===== config.mk =====
export PLATFORM = sky130hd
export DESIGN_NAME = masked_byte_signature_scan_unit
export DESIGN_NICKNAME = d
export VERILOG_FILES = /design/src/rtl/msscan_pkg.sv /design/src/rtl/msscan_front.sv /design/src/rtl/msscan_queue.sv /design/src/rtl/msscan_back.sv /design/src/rtl/masked_byte_signature_scan_unit.sv
export SDC_FILE = /design/constraint.sdc
export NUM_CORES = 1
export LEC_CHECK = 0
export ABC_AREA = 1
export BUFFER_PORTS_ARGS = -buffer_cell sky130_fd_sc_hd__buf_2
export CAP_MARGIN = 20
export CORE_UTILIZATION = 39
export DETAILED_ROUTE_END_ITERATION = 10
export PLACE_DENSITY = 0.65
export SLEW_MARGIN = 20
export SYNTH_ARGS = -nofsm -noshare
export SYNTH_HDL_FRONTEND = slang
export SYNTH_HIERARCHICAL = 1
export SYNTH_SLANG_ARGS = --single-unit

===== constraint.sdc =====
create_clock -name i_clk -period 18.6 [get_ports i_clk]
set_input_delay 1.86 -clock i_clk [delete_from_list [all_inputs] [get_ports i_clk]]
set_output_delay 1.86 -clock i_clk [all_outputs]
set_load 0.005 [all_outputs]

===== src/rtl/msscan_pkg.sv =====
`timescale 1ns / 1ps
package msscan_pkg;

    localparam int PATTERN_MAX_DEF = 16;
    localparam int PATTERN_BYTES   = 16;
    localparam int QUEUE_DEPTH     = 2;
    localparam int CFG_IDX_W       = 3;
    localparam int LEN_CFG_W       = 5;

    localparam logic [CFG_IDX_W-1:0] CFG_PATTERN_LOW  = 3'd0;
    localparam logic [CFG_IDX_W-1:0] CFG_PATTERN_HIGH = 3'd1;
    localparam logic [CFG_IDX_W-1:0] CFG_CARE_MASK    = 3'd2;
    localparam logic [CFG_IDX_W-1:0] CFG_PATTERN_LEN  = 3'd3;

    typedef struct packed {
        logic [7:0]  byte_value;
        logic [63:0] byte_address;
        logic        segment_start;
        logic        search_start;
        logic        last_byte;
    } t_in;

    typedef struct packed {
        logic        found;
        logic [63:0] match_address;
    } t_out;

    typedef struct packed {
        logic [63:0]          pattern_bytes_low;
        logic [63:0]          pattern_bytes_high;
        logic [15:0]          care_mask;
        logic [LEN_CFG_W-1:0] pattern_length;
    } t_cfg;

    // One queued result: the address is the byte that completed the match.
    typedef struct packed {
        logic        found;
        logic [63:0] end_address;
    } t_qent;

    typedef struct packed {
        logic full;
        logic empty;
    } t_q_stat;

endpackage


===== src/rtl/msscan_front.sv =====
`timescale 1ns / 1ps
module msscan_front #(
    parameter int PATTERN_MAX = msscan_pkg::PATTERN_MAX_DEF,
    parameter int LEN_W       = $clog2(PATTERN_MAX + 1)
) (
    input  logic              i_clk,
    input  logic              i_rst_n,
    input  logic              i_valid,
    input  msscan_pkg::t_in   i_data,
    output logic              o_stall,
    input  msscan_pkg::t_cfg  i_cfg,
    input  logic [LEN_W-1:0]  i_eff_len,
    input  msscan_pkg::t_q_stat i_q_stat,
    output logic              o_push,
    output msscan_pkg::t_qent o_entry
);
    import msscan_pkg::*;

    logic [7:0]       r_window [PATTERN_MAX];
    logic [7:0]       n_window [PATTERN_MAX];
    logic [LEN_W-1:0] r_fill, n_fill;
    logic             r_seen, n_seen;
    logic             accept;
    logic             seen_base;
    logic             all_ok;
    logic             match;
    logic [7:0]       pat [PATTERN_BYTES];
    logic [PATTERN_MAX-1:0] pos_ok;

    assign accept  = i_valid && !i_q_stat.full;
    assign o_stall = i_q_stat.full;

    always_comb begin
        for (int b = 0; b < PATTERN_BYTES; b++) begin
            if (b < 8) begin
                pat[b] = i_cfg.pattern_bytes_low[8*b +: 8];
            end else begin
                pat[b] = i_cfg.pattern_bytes_high[8*(b-8) +: 8];
            end
        end
    end

    // Shift in the new byte; a segment start drops the old window.
    always_comb begin
        n_window[0] = i_data.byte_value;
        for (int k = 1; k < PATTERN_MAX; k++) begin
            n_window[k] = i_data.segment_start ? 8'd0 : r_window[k-1];
        end
        if (i_data.segment_start) begin
            n_fill = LEN_W'(1);
        end else if (int'(r_fill) < PATTERN_MAX) begin
            n_fill = r_fill + LEN_W'(1);
        end else begin
            n_fill = r_fill;
        end
    end

    // Window slot k holds the byte that pairs with pattern byte len-1-k.
    always_comb begin
        int j;
        for (int k = 0; k < PATTERN_MAX; k++) begin
            j = int'(i_eff_len) - 1 - k;
            pos_ok[k] = 1'b1;
            if (k < int'(i_eff_len) && j < PATTERN_BYTES) begin
                if (i_cfg.care_mask[j[3:0]] && pat[j[3:0]] != n_window[k]) begin
                    pos_ok[k] = 1'b0;
                end
            end
        end
    end

    assign all_ok    = &pos_ok;
    assign seen_base = i_data.search_start ? 1'b0 : r_seen;
    assign match     = !seen_base && (i_eff_len != '0) && (n_fill >= i_eff_len) && all_ok;
    assign n_seen    = seen_base || match;

    assign o_push              = accept && (match || (i_data.last_byte && !seen_base));
    assign o_entry.found       = match;
    assign o_entry.end_address = i_data.byte_address;

    always_ff @(posedge i_clk) begin
        if (!i_rst_n) begin
            r_fill <= '0;
            r_seen <= 1'b0;
        end else if (accept) begin
            r_fill <= n_fill;
            r_seen <= n_seen;
        end
    end

    always_ff @(posedge i_clk) begin
        if (accept) begin
            r_window <= n_window;
        end
    end

endmodule


===== src/rtl/msscan_queue.sv =====
`timescale 1ns / 1ps
module msscan_queue (
    input  logic                i_clk,
    input  logic                i_rst_n,
    input  logic                i_push,
    input  msscan_pkg::t_qent   i_entry,
    input  logic                i_pop,
    output msscan_pkg::t_qent   o_head,
    output msscan_pkg::t_q_stat o_stat
);
    import msscan_pkg::*;

    localparam int PTR_W = (QUEUE_DEPTH > 1) ? $clog2(QUEUE_DEPTH) : 1;
    localparam int CNT_W = $clog2(QUEUE_DEPTH + 1);

    t_qent            r_mem [QUEUE_DEPTH];
    logic [PTR_W-1:0] r_wr, n_wr;
    logic [PTR_W-1:0] r_rd, n_rd;
    logic [CNT_W-1:0] r_cnt, n_cnt;

    always_comb begin
        n_wr = r_wr;
        n_rd = r_rd;
        if (i_push) begin
            n_wr = (int'(r_wr) == QUEUE_DEPTH - 1) ? '0 : r_wr + PTR_W'(1);
        end
        if (i_pop) begin
            n_rd = (int'(r_rd) == QUEUE_DEPTH - 1) ? '0 : r_rd + PTR_W'(1);
        end
        case ({i_push, i_pop})
            2'b10:   n_cnt = r_cnt + CNT_W'(1);
            2'b01:   n_cnt = r_cnt - CNT_W'(1);
            default: n_cnt = r_cnt;
        endcase
    end

    always_ff @(posedge i_clk) begin
        if (!i_rst_n) begin
            r_wr  <= '0;
            r_rd  <= '0;
            r_cnt <= '0;
        end else begin
            r_wr  <= n_wr;
            r_rd  <= n_rd;
            r_cnt <= n_cnt;
        end
    end

    always_ff @(posedge i_clk) begin
        if (i_push) begin
            r_mem[r_wr] <= i_entry;
        end
    end

    assign o_head       = r_mem[r_rd];
    assign o_stat.full  = (int'(r_cnt) == QUEUE_DEPTH);
    assign o_stat.empty = (r_cnt == '0);

endmodule


===== src/rtl/msscan_back.sv =====
`timescale 1ns / 1ps
module msscan_back #(
    parameter int PATTERN_MAX = msscan_pkg::PATTERN_MAX_DEF,
    parameter int LEN_W       = $clog2(PATTERN_MAX + 1)
) (
    input  logic                i_clk,
    input  logic                i_rst_n,
    input  msscan_pkg::t_q_stat i_q_stat,
    input  msscan_pkg::t_qent   i_head,
    output logic                o_pop,
    input  logic [LEN_W-1:0]    i_eff_len,
    output logic                o_valid,
    input  logic                i_stall,
    output msscan_pkg::t_out    o_data
);
    import msscan_pkg::*;

    logic r_valid, n_valid;
    t_out r_data, n_data;

    assign o_pop = !i_q_stat.empty && (!r_valid || !i_stall);

    always_comb begin
        if (o_pop) begin
            n_valid = 1'b1;
        end else begin
            n_valid = r_valid && i_stall;
        end
        // Step back from the closing byte to the first byte of the match.
        n_data.found = i_head.found;
        if (i_head.found) begin
            n_data.match_address = i_head.end_address - 64'(LEN_W'(i_eff_len - LEN_W'(1)));
        end else begin
            n_data.match_address = 64'd0;
        end
    end

    always_ff @(posedge i_clk) begin
        if (!i_rst_n) begin
            r_valid <= 1'b0;
        end else begin
            r_valid <= n_valid;
        end
    end

    always_ff @(posedge i_clk) begin
        if (o_pop) begin
            r_data <= n_data;
        end
    end

    assign o_valid = r_valid;
    assign o_data  = r_data;

endmodule


===== src/rtl/masked_byte_signature_scan_unit.sv =====
`timescale 1ns / 1ps
// Wildcard byte pattern search over a stream of addressed memory bytes. The block takes one
// byte per clock: every window slot is compared against its pattern byte in parallel in the
// front stage. A match or not-found result is queued in a two-entry queue and then moves to
// the output register; the input side stalls only while that queue is full. A search gives at
// most one result: the start address of its first match, or a not-found result on its last
// byte. Pattern registers are written through the configuration port, which is always ready,
// and must only change while idle.
module masked_byte_signature_scan_unit #(
    parameter int PATTERN_MAX = msscan_pkg::PATTERN_MAX_DEF
) (
    input  logic                                i_clk,
    input  logic                                i_rst_n,
    input  logic                                i_valid,
    output logic                                o_stall,
    input  msscan_pkg::t_in                     i_data,
    output logic                                o_valid,
    input  logic                                i_stall,
    output msscan_pkg::t_out                    o_data,
    input  logic                                i_cfg_valid,
    output logic                                o_cfg_ready,
    input  logic [msscan_pkg::CFG_IDX_W-1:0]    i_cfg_index,
    input  logic [63:0]                         i_cfg_data
);
    import msscan_pkg::*;

    localparam int LEN_W = $clog2(PATTERN_MAX + 1);

    t_cfg             r_cfg, n_cfg;
    logic [LEN_W-1:0] eff_len;
    logic             push, pop;
    t_qent            entry, head;
    t_q_stat          q_stat;

    assign o_cfg_ready = 1'b1;

    always_comb begin
        n_cfg = r_cfg;
        if (i_cfg_valid) begin
            unique case (i_cfg_index)
                CFG_PATTERN_LOW:  n_cfg.pattern_bytes_low  = i_cfg_data;
                CFG_PATTERN_HIGH: n_cfg.pattern_bytes_high = i_cfg_data;
                CFG_CARE_MASK:    n_cfg.care_mask          = i_cfg_data[15:0];
                CFG_PATTERN_LEN:  n_cfg.pattern_length     = i_cfg_data[LEN_CFG_W-1:0];
                default:          n_cfg = r_cfg;
            endcase
        end
    end

    always_ff @(posedge i_clk) begin
        if (!i_rst_n) begin
            r_cfg <= '0;
        end else begin
            r_cfg <= n_cfg;
        end
    end

    // Clamp the length to the window depth.
    always_comb begin
        if (int'(r_cfg.pattern_length) > PATTERN_MAX) begin
            eff_len = LEN_W'(PATTERN_MAX);
        end else begin
            eff_len = LEN_W'(r_cfg.pattern_length);
        end
    end

    msscan_front #(
        .PATTERN_MAX (PATTERN_MAX),
        .LEN_W       (LEN_W)
    ) u_front (
        .i_clk     (i_clk),
        .i_rst_n   (i_rst_n),
        .i_valid   (i_valid),
        .i_data    (i_data),
        .o_stall   (o_stall),
        .i_cfg     (r_cfg),
        .i_eff_len (eff_len),
        .i_q_stat  (q_stat),
        .o_push    (push),
        .o_entry   (entry)
    );

    msscan_queue u_queue (
        .i_clk   (i_clk),
        .i_rst_n (i_rst_n),
        .i_push  (push),
        .i_entry (entry),
        .i_pop   (pop),
        .o_head  (head),
        .o_stat  (q_stat)
    );

    msscan_back #(
        .PATTERN_MAX (PATTERN_MAX),
        .LEN_W       (LEN_W)
    ) u_back (
        .i_clk     (i_clk),
        .i_rst_n   (i_rst_n),
        .i_q_stat  (q_stat),
        .i_head    (head),
        .o_pop     (pop),
        .i_eff_len (eff_len),
        .o_valid   (o_valid),
        .i_stall   (i_stall),
        .o_data    (o_data)
    );

    a_no_overflow: assert property (@(posedge i_clk) disable iff (!i_rst_n)
        !(push && q_stat.full))
        else $error("result queue written while full");

    a_no_underflow: assert property (@(posedge i_clk) disable iff (!i_rst_n)
        !(pop && q_stat.empty))
        else $error("result queue read while empty");

    a_not_found_zero: assert property (@(posedge i_clk) disable iff (!i_rst_n)
        o_valid |-> (o_data.found || o_data.match_address == 64'd0))
        else $error("not-found result carries an address");

endmodule

**Yosys cells after proc, flatten, opt, wreduce, memory -nomap -nowiden**

Memory sizes are Yosys's and may differ from the RTL's. A register that Yosys moved wholly into a read port is not among the register bits.
Index checks and enable logic that the tools add are counted.

- Memories: 1
- ROM bits: 0
- Bits in writable memories: 130
- Word-level logic and storage cells: 352
- Bits in latches: 0
- Flip-flop bits (word level): 345

- $mul: 0
- Divide/modulo/power cells: 0
- Eq/ne operators: 22
- Shifts and indexed selects: 0
- Multiplexer cells: 139
- Add/sub/neg operators: 23
- Reductions and logical operators: 57
- Order comparisons: 67
- Bitwise logic cells: 16

Memories:

| memory | words | width | rd ports | clocked after memory_dff | wr ports | line | source |
|---|---|---|---|---|---|---|---|
| u_queue.r_mem | 2 | 65 | 1 | 1 | 1 | msscan_queue.sv:16 | `t_qent r_mem [QUEUE_DEPTH];` |

Operator list:

| operator | count |
|---|---|
| $bmux 8 s4 | 16 |
| $lt 32x6->1 const B | 16 |
| $mux 8 | 47 |
| $sub 32x5->32 const B | 8 |
| $ne 8x8->1 | 16 |
| $sub 32x4->32 const B | 4 |
| $ge 5x5->1 const B | 16 |
| $lt 4x5->1 const B | 16 |
| $not 4->5 | 16 |
| $bmux 1 s4 | 16 |
| $sub 32x3->32 const B | 2 |
| $sub 64x5->64 | 1 |
| $mux 1 | 56 |
| $logic_and 1x1->1 | 40 |
| $lt 4x5->1 const A | 8 |
| $sub 32x2->32 const B | 1 |
| $lt 3x5->1 const A | 4 |
| $reduce_and 16->1 | 1 |
| $mux 5 | 3 |
| $lt 1x5->1 const A | 2 |
| $lt 2x5->1 const A | 2 |
| $reduce_and 2->1 | 4 |
| $eq 3x2->1 const B | 2 |
| $sub 5x1->6 const B | 1 |
| other kinds (18) | 26 |

**Depth between registers and ports, before layout**

- Depth in word-level cells: 18
- Gate-level depth with buffers: 41

**Hierarchy**

Netlist, hierarchy kept.

By module, submodules not included:

| module | cells an instance | seq. area each (um^2) | area an instance (um^2) | instances |
|---|---|---|---|---|
| msscan_front | 3017 | 3723.6 | 16480.8 | 1 |
| masked_byte_signature_scan_unit | 905 | 2982.9 | 6229.7 | 1 |
| msscan_queue | 237 | 4003.8 | 5122.4 | 1 |
| msscan_back | 614 | 1971.9 | 4474.3 | 1 |

**Worst setup path after synthesis**

No wires, ideal clock.

- Kind: input port to flip-flop
- From: in i_valid
- To: mem u_queue/r_mem[0][0] (netlist bit) (enable)
- Data required time: 18.112 ns
- Cell stages on the path: 6
- Library setup time: 0.488 ns
- Arrival time: 8.397 ns
- Setup slack: 9.715 ns
- Path through: inv_1 -> nor2_2 -> nand3_1 -> nand2_1 -> inv_1 -> nor2_1

- Cells in the longest elaborated chain, start to end: 4

Ends and longest elaborated chain:

| what | line | source |
|---|---|---|
| start: declaration | masked_byte_signature_scan_unit.sv:14 | `input logic i_valid,` |
| $logic_and 1x1->1 | msscan_front.sv:30 | `assign accept = i_valid && !i_q_stat.full;` |
| net u_front.accept | msscan_front.sv:23 | `logic accept;` |
| $logic_and 1x1->1 | msscan_front.sv:77 | `assign o_push = accept && (match \|\| (i_data.last_byte && !seen_base));` |
| net push | masked_byte_signature_scan_unit.sv:31 | `logic push, pop;` |
| $mux 1 | msscan_queue.sv:50 | `if (i_push) begin` |
| $mux 1 (implied by the code) | msscan_queue.sv:51 | `r_mem[r_wr] <= i_entry;` |
| end: declaration | msscan_queue.sv:16 |  |

The timed path passes the listed nets, and every way through them passes these cells.

**Worst setup path after layout**

- From: reg r_cfg[4] (netlist bit)
- To: mem u_queue/r_mem[0][57] (netlist bit) (enable)

- Cells in the longest elaborated chain, start to end: 18
- Elaborated cells on any way between the ends: 236
- Those cells by class: 16 x add/sub; 34 x order compare; 16 x eq/ne; 115 x mux; 16 x bitwise; 39 x reduce/logical

Ends and longest elaborated chain:

| what | line | source |
|---|---|---|
| start: declaration | masked_byte_signature_scan_unit.sv:29 | `t_cfg r_cfg, n_cfg;` |
| start signal: assignment | masked_byte_signature_scan_unit.sv:54 | `r_cfg <= n_cfg;` |
| $gt 5x5->1 (*) | masked_byte_signature_scan_unit.sv:60 | `if (int'(r_cfg.pattern_length) > PATTERN_MAX) begin` |
| $mux 5 (*) | masked_byte_signature_scan_unit.sv:60 |  |
| net eff_len[1] | masked_byte_signature_scan_unit.sv:30 | `logic [LEN_W-1:0] eff_len;` |
| $sub 5x1->6 | msscan_front.sv:62 | `j = int'(i_eff_len) - 1 - k;` |
| $sub 32x2->32, or another cell as far along | msscan_front.sv:62 |  |
| $not 4->5 (implied by the code) | msscan_front.sv:65 | `if (i_cfg.care_mask[j[3:0]] && pat[j[3:0]] != n_window[k]) begin` |
| $bmux 8 s4 | msscan_front.sv:65 |  |
| $mux 8 (implied by the code) (2 in a row) | msscan_front.sv:65 |  |
| [... 3 more ...] | -- |  |
| $mux 1 | msscan_front.sv:64 | `if (k < int'(i_eff_len) && j < PATTERN_BYTES) begin` |
| $reduce_and 16->1 | msscan_front.sv:72 | `assign all_ok = &pos_ok;` |
| $logic_and 1x1->1 (*) | msscan_front.sv:74 | `assign match = !seen_base && (i_eff_len != '0) && (n_fill >= i_eff_len) && all_ok;` |
| $logic_or 1x1->1 (*) | msscan_front.sv:77 |  |
| $logic_and 1x1->1 (*) | msscan_front.sv:77 |  |
| net push | masked_byte_signature_scan_unit.sv:31 |  |
| $mux 1 (*) | msscan_queue.sv:50 |  |
| $mux 1 (implied by the code) (*) | msscan_queue.sv:51 |  |

The timed path passes the listed nets; every way through them passes the cells marked *. The select of a mux whose other input is x is not followed.

==> results_tabular.tex <==
\begin{tabular}{lr}
\hline
Metric & Value \\
\hline
\multicolumn{2}{l}{\textbf{Run status}} \\
Outcome & finished, final reports clean \\
\multicolumn{2}{l}{\textbf{Setup path}} \\
Worst setup SP type & flip-flop \\
Worst Reg2Reg Path Length in Cells & 28 \\
Reg-to-Reg End & u\_queue/r\_mem[0][57] \\
Largest fanout of any net on the critical path & 87 \\
Flop-to-flop setup slack & 11340 ps \\
Data arrival time at the worst-slack endpoint & 7530 ps \\
Launching instance or port of the critical path & r\_cfg[4] \\
Termination of the worst setup path & u\_queue/r\_mem[0][57] \\
Reg-to-reg critical path startpoint & r\_cfg[4] \\
Critical Path Most Common Cell & nand2\_1 \\
Largest stage delay on the critical path & 710 ps \\
Family of cells with the greatest summed delay on the critical path & buffers and inverters \\
Required arrival time at the worst endpoint & 18870 ps \\
Worst path buffer plus inverter count & 8 \\
Element type at the critical path end & flip-flop \\
Total number of cells along the worst setup path & 28 \\
Setup Crit Path Kind & reg -> reg \\
Critical-path top delay cell & buf\_4 \\
\multicolumn{2}{l}{\textbf{Global routing}} \\
Largest net degree at the start of global routing & 214 \\
Global-route wire length before repair & 190.5 mm \\
Total GRT Usage & 0.3069 \\
Final global-route overflow total & 0 \\
Number of global-route vias before repair & 29060 \\
Initial antenna violation count & 1 \\
\multicolumn{2}{l}{\textbf{Logic synthesis}} \\
Mapped Nets & 4949 \\
Asr flop ratio synth & 0 \\
Number of synthesized flops with an enable pin & 315 \\
Sequential share of the synthesized area & 0.3925 \\
Number of distinct library cell variants in the gate-level netlist after synthesis & 56 \\
Post-synthesis instance area & 0.03231 mm2 \\
Average footprint of a synthesized cell & 6.769 um2 \\
Cell count after synthesis & 4773 \\
Total of flip-flops plus latches after synthesis & 476 \\
Ys flop type & edfxtp\_1 \\
Total number of yosys warnings & 6 \\
\multicolumn{2}{l}{\textbf{Finish}} \\
Area added between synthesis and finish & 8.795\% \\
Number of antenna diodes & 0 \\
Share of cells above drive strength 1 & 0.09863 \\
Most common cell after layout, fill and taps aside & nand2\_1 \\
Commonest cells after routing, fill and taps aside & nand2\_1 (1910), nand3\_1 (709), nor2\_1 (509), inv\_1 (338), edfxtp\_1 (315) \\
NumNets Final & 4951 \\
Non-filler instance count after layout & 5886 \\
Utilization after layout & 0.4288 \\
\multicolumn{2}{l}{\textbf{Timing}} \\
Unrepaired setup endpoints after global routing & false \\
Worst clock skew & 64.02 ps \\
Max Slew Vio Count & 0 \\
Post-Route Setup TNS & 0 ps \\
Maximum clock frequency & 0.1377 GHz \\
Transition time at the pin with the least slew margin & 1207 ps \\
Final-report hold violation count & 0 \\
Max-slew headroom & 0.1850 \\
Count of final setup violators & 0 \\
Crit path time final & 7260 ps \\
Period Utilization, post-route & 0.3903 \\
\multicolumn{2}{l}{\textbf{CTS}} \\
Root buffer cell & clkbuf\_16 \\
Quantity of hold-fixing buffers added after cts & 0 \\
Number of levels the H-tree was split into & 2 \\
Post CTS Setup Buffer Count & 0 \\
Deepest clock path buffer count & 3 \\
Worst-path clk slew & 60 ps \\
Quantity of gates resized following cts & 0 \\
TritonCTS clock tree & done \\
CTS Buf Count & 53 \\
Skew-Pair Late Insertion Delay & 650 ps \\
Sinks on the clock net & 476 \\
\multicolumn{2}{l}{\textbf{Floorplan}} \\
Width of the chip & 289.8 um \\
Row count & 105 \\
Area of the core & 0.08198 mm2 \\
Die ar. & 0.08399 mm2 \\
Height of the die & 289.8 um \\
Count of boundary I/O pins & 215 \\
Initial standard-cell utilization of the core & 0.3941 \\
\multicolumn{2}{l}{\textbf{Run}} \\
Max Cap Viol & 0 \\
\multicolumn{2}{l}{\textbf{Route}} \\
Antenna Violating Nets Remaining & 0 \\
Detailed-route DRC error count & 0 \\
Vias post-DR & 31300 \\
Final Routed Wirelength & 131.2 mm \\
First-pass iteration count of the detailed router & 8 \\
Via count normalized by instance count & 5.318 \\
Iteration-0 DRC count of the detailed router & 2865 \\
DR WL/cell & 22.30 um \\
\multicolumn{2}{l}{\textbf{Placement}} \\
Final weighted congestion of routability-driven global placement & 1.105 \\
Detail Placement HPWL & 102.1 mm \\
Placed cell count & 5790 \\
Total of buffers placed on input and output ports & 213 \\
\multicolumn{2}{l}{\textbf{Min path}} \\
Type of the worst min-delay path & reg -> reg \\
\multicolumn{2}{l}{\textbf{Pwr}} \\
Peak supply drop & 0.06743 mV \\
Areal power density over the cells & 110.3 mW/mm2 \\
Sum of internal, switching and leakage power & 3.876 mW \\
Static power due to leakage & 16.27 nW \\
\hline
\end{tabular}
[state kept, by name, summed over array words and instances (netlist names), named ones only]
| signal | flops |
|---|---|
| u_back/o_valid | 1 |
| u_back/o_data | 65 |
| u_front/r_fill | 5 |
| u_front/r_window | 120 |
| u_queue/r_rd | 1 |
| u_queue/r_mem | 130 |
| u_front/r_seen | 1 |
| u_queue/r_wr | 1 |
| r_cfg | 149 |
| u_queue/r_cnt | 2 |
[worst min path at each step]
stage / from / endpoint / slack (ps) / depth (start not counted)
2_1_floorplan: u_front/r_seen / u_front/r_seen / 450 / 2
3_3_place_gp: r_cfg[14] / r_cfg[14] / 460 / 2
4_1_cts: r_cfg[14] / r_cfg[14] / 490 / 2
6_report: r_cfg[20] / r_cfg[20] / 480 / 2
3_5_place_dp: r_cfg[14] / r_cfg[14] / 470 / 2
5_1_grt: r_cfg[20] / r_cfg[20] / 510 / 2
[cell type report]
type	count	area [um2]
fillers	8688	46830
multi-input cells	3644	16550
flip-flops and latches	476	12690
clock buffers	65	1441
inverters	358	1348
well taps	1070	1339
repair buffers	242	1299
clock inverters	31	485.5
[kinds of logic after synthesis]
kind of cell / synth area share
and+or+nand+nor: 0.4138
muxes: 0.03001
buffers and inverters: 0.09690
xor gates and xnor gates: 0.006003
other: 0.0001161
DFF: 0.3925
adders and majority gates: 0.01146
AOI/OAI and AO/OA: 0.04919
[stage by stage]
step	cell area, um2	worst slack [ps]	hold slack, ps
CTS	35150	10790	485.2
finish	35150	11340	483.0
floorplan	32310	9715	452.1
global route	35150	10940	507.7
global placement	33220	10860	462.1
detailed placement	33220	10800	470.4
[report_power, final]
| part | switching, mW | leakage [nW] | internal [mW] |
|---|---|---|---|
| clock network | 0.466 | 0.923 | 0.695 |
| registers | 0.0651 | 4.35 | 1.36 |
| logic | 0.891 | 11.0 | 0.395 |
[layer usage]
| metal | up-vias | share of wire | global-route usage |
|---|---|---|---|
| met1 | 14510 | 0.40 | 0.3676 |
| li1 | 15300 | - | - |
| met5 | - | 0.00011 | 0 |
| met2 | 1181 | 0.46 | 0.5079 |
| met3 | 307 | 0.068 | 0.05208 |
| met4 | 2 | 0.077 | 0.2028 |
[worst register-to-register path, delay by kind of cell (launching register included)]
family / cells / cell delay (ps)
AO/OA/AOI/OAI: 2 / 710
adder cells (fa/ha/maj): 1 / 350
buffers and inverters: 8 / 3100
flip-flops: 1 / 590
AND/OR/NAND/NOR: 17 / 2070
[cell usage after synthesis, types with 2 or more instances]
cell type | count | share of area
nand2_1 | 1911 | 0.22
a211oi_1 | 3 | 0.00070
o21ai_1 | 18 | 0.0028
buf_1 | 17 | 0.0020
nor2_1 | 513 | 0.060
ha_1 | 28 | 0.011
nand3_2 | 6 | 0.0019
inv_2 | 13 | 0.0015
nand3_1 | 709 | 0.11
o21a_1 | 5 | 0.0012
nor3b_1 | 4 | 0.00093
nand2_2 | 17 | 0.0033
dfxtp_1 | 161 | 0.10
nor3_1 | 7 | 0.0011
nor2_8 | 2 | 0.0012
and2_1 | 2 | 0.00039
xor2_1 | 13 | 0.0035
o21ai_0 | 118 | 0.018
inv_1 | 340 | 0.040
xnor2_1 | 6 | 0.0016
a21boi_0 | 3 | 0.00070
o211ai_1 | 15 | 0.0035
edfxtp_1 | 315 | 0.29
a31oi_1 | 2 | 0.00039
nand2_4 | 4 | 0.0014
nor2_4 | 9 | 0.0031
nand3b_1 | 7 | 0.0016
mux2i_1 | 5 | 0.0015
buf_4 | 91 | 0.021
nand4_1 | 13 | 0.0025
nor2_2 | 15 | 0.0029
a21oi_1 | 127 | 0.020
mux2_2 | 15 | 0.0052
clkinv_1 | 5 | 0.00058
mux2_4 | 50 | 0.023
clkbuf_1 | 35 | 0.0041
buf_6 | 22 | 0.0077
buf_2 | 129 | 0.020
No activity file was read; power rests on OpenSTA's default activity.
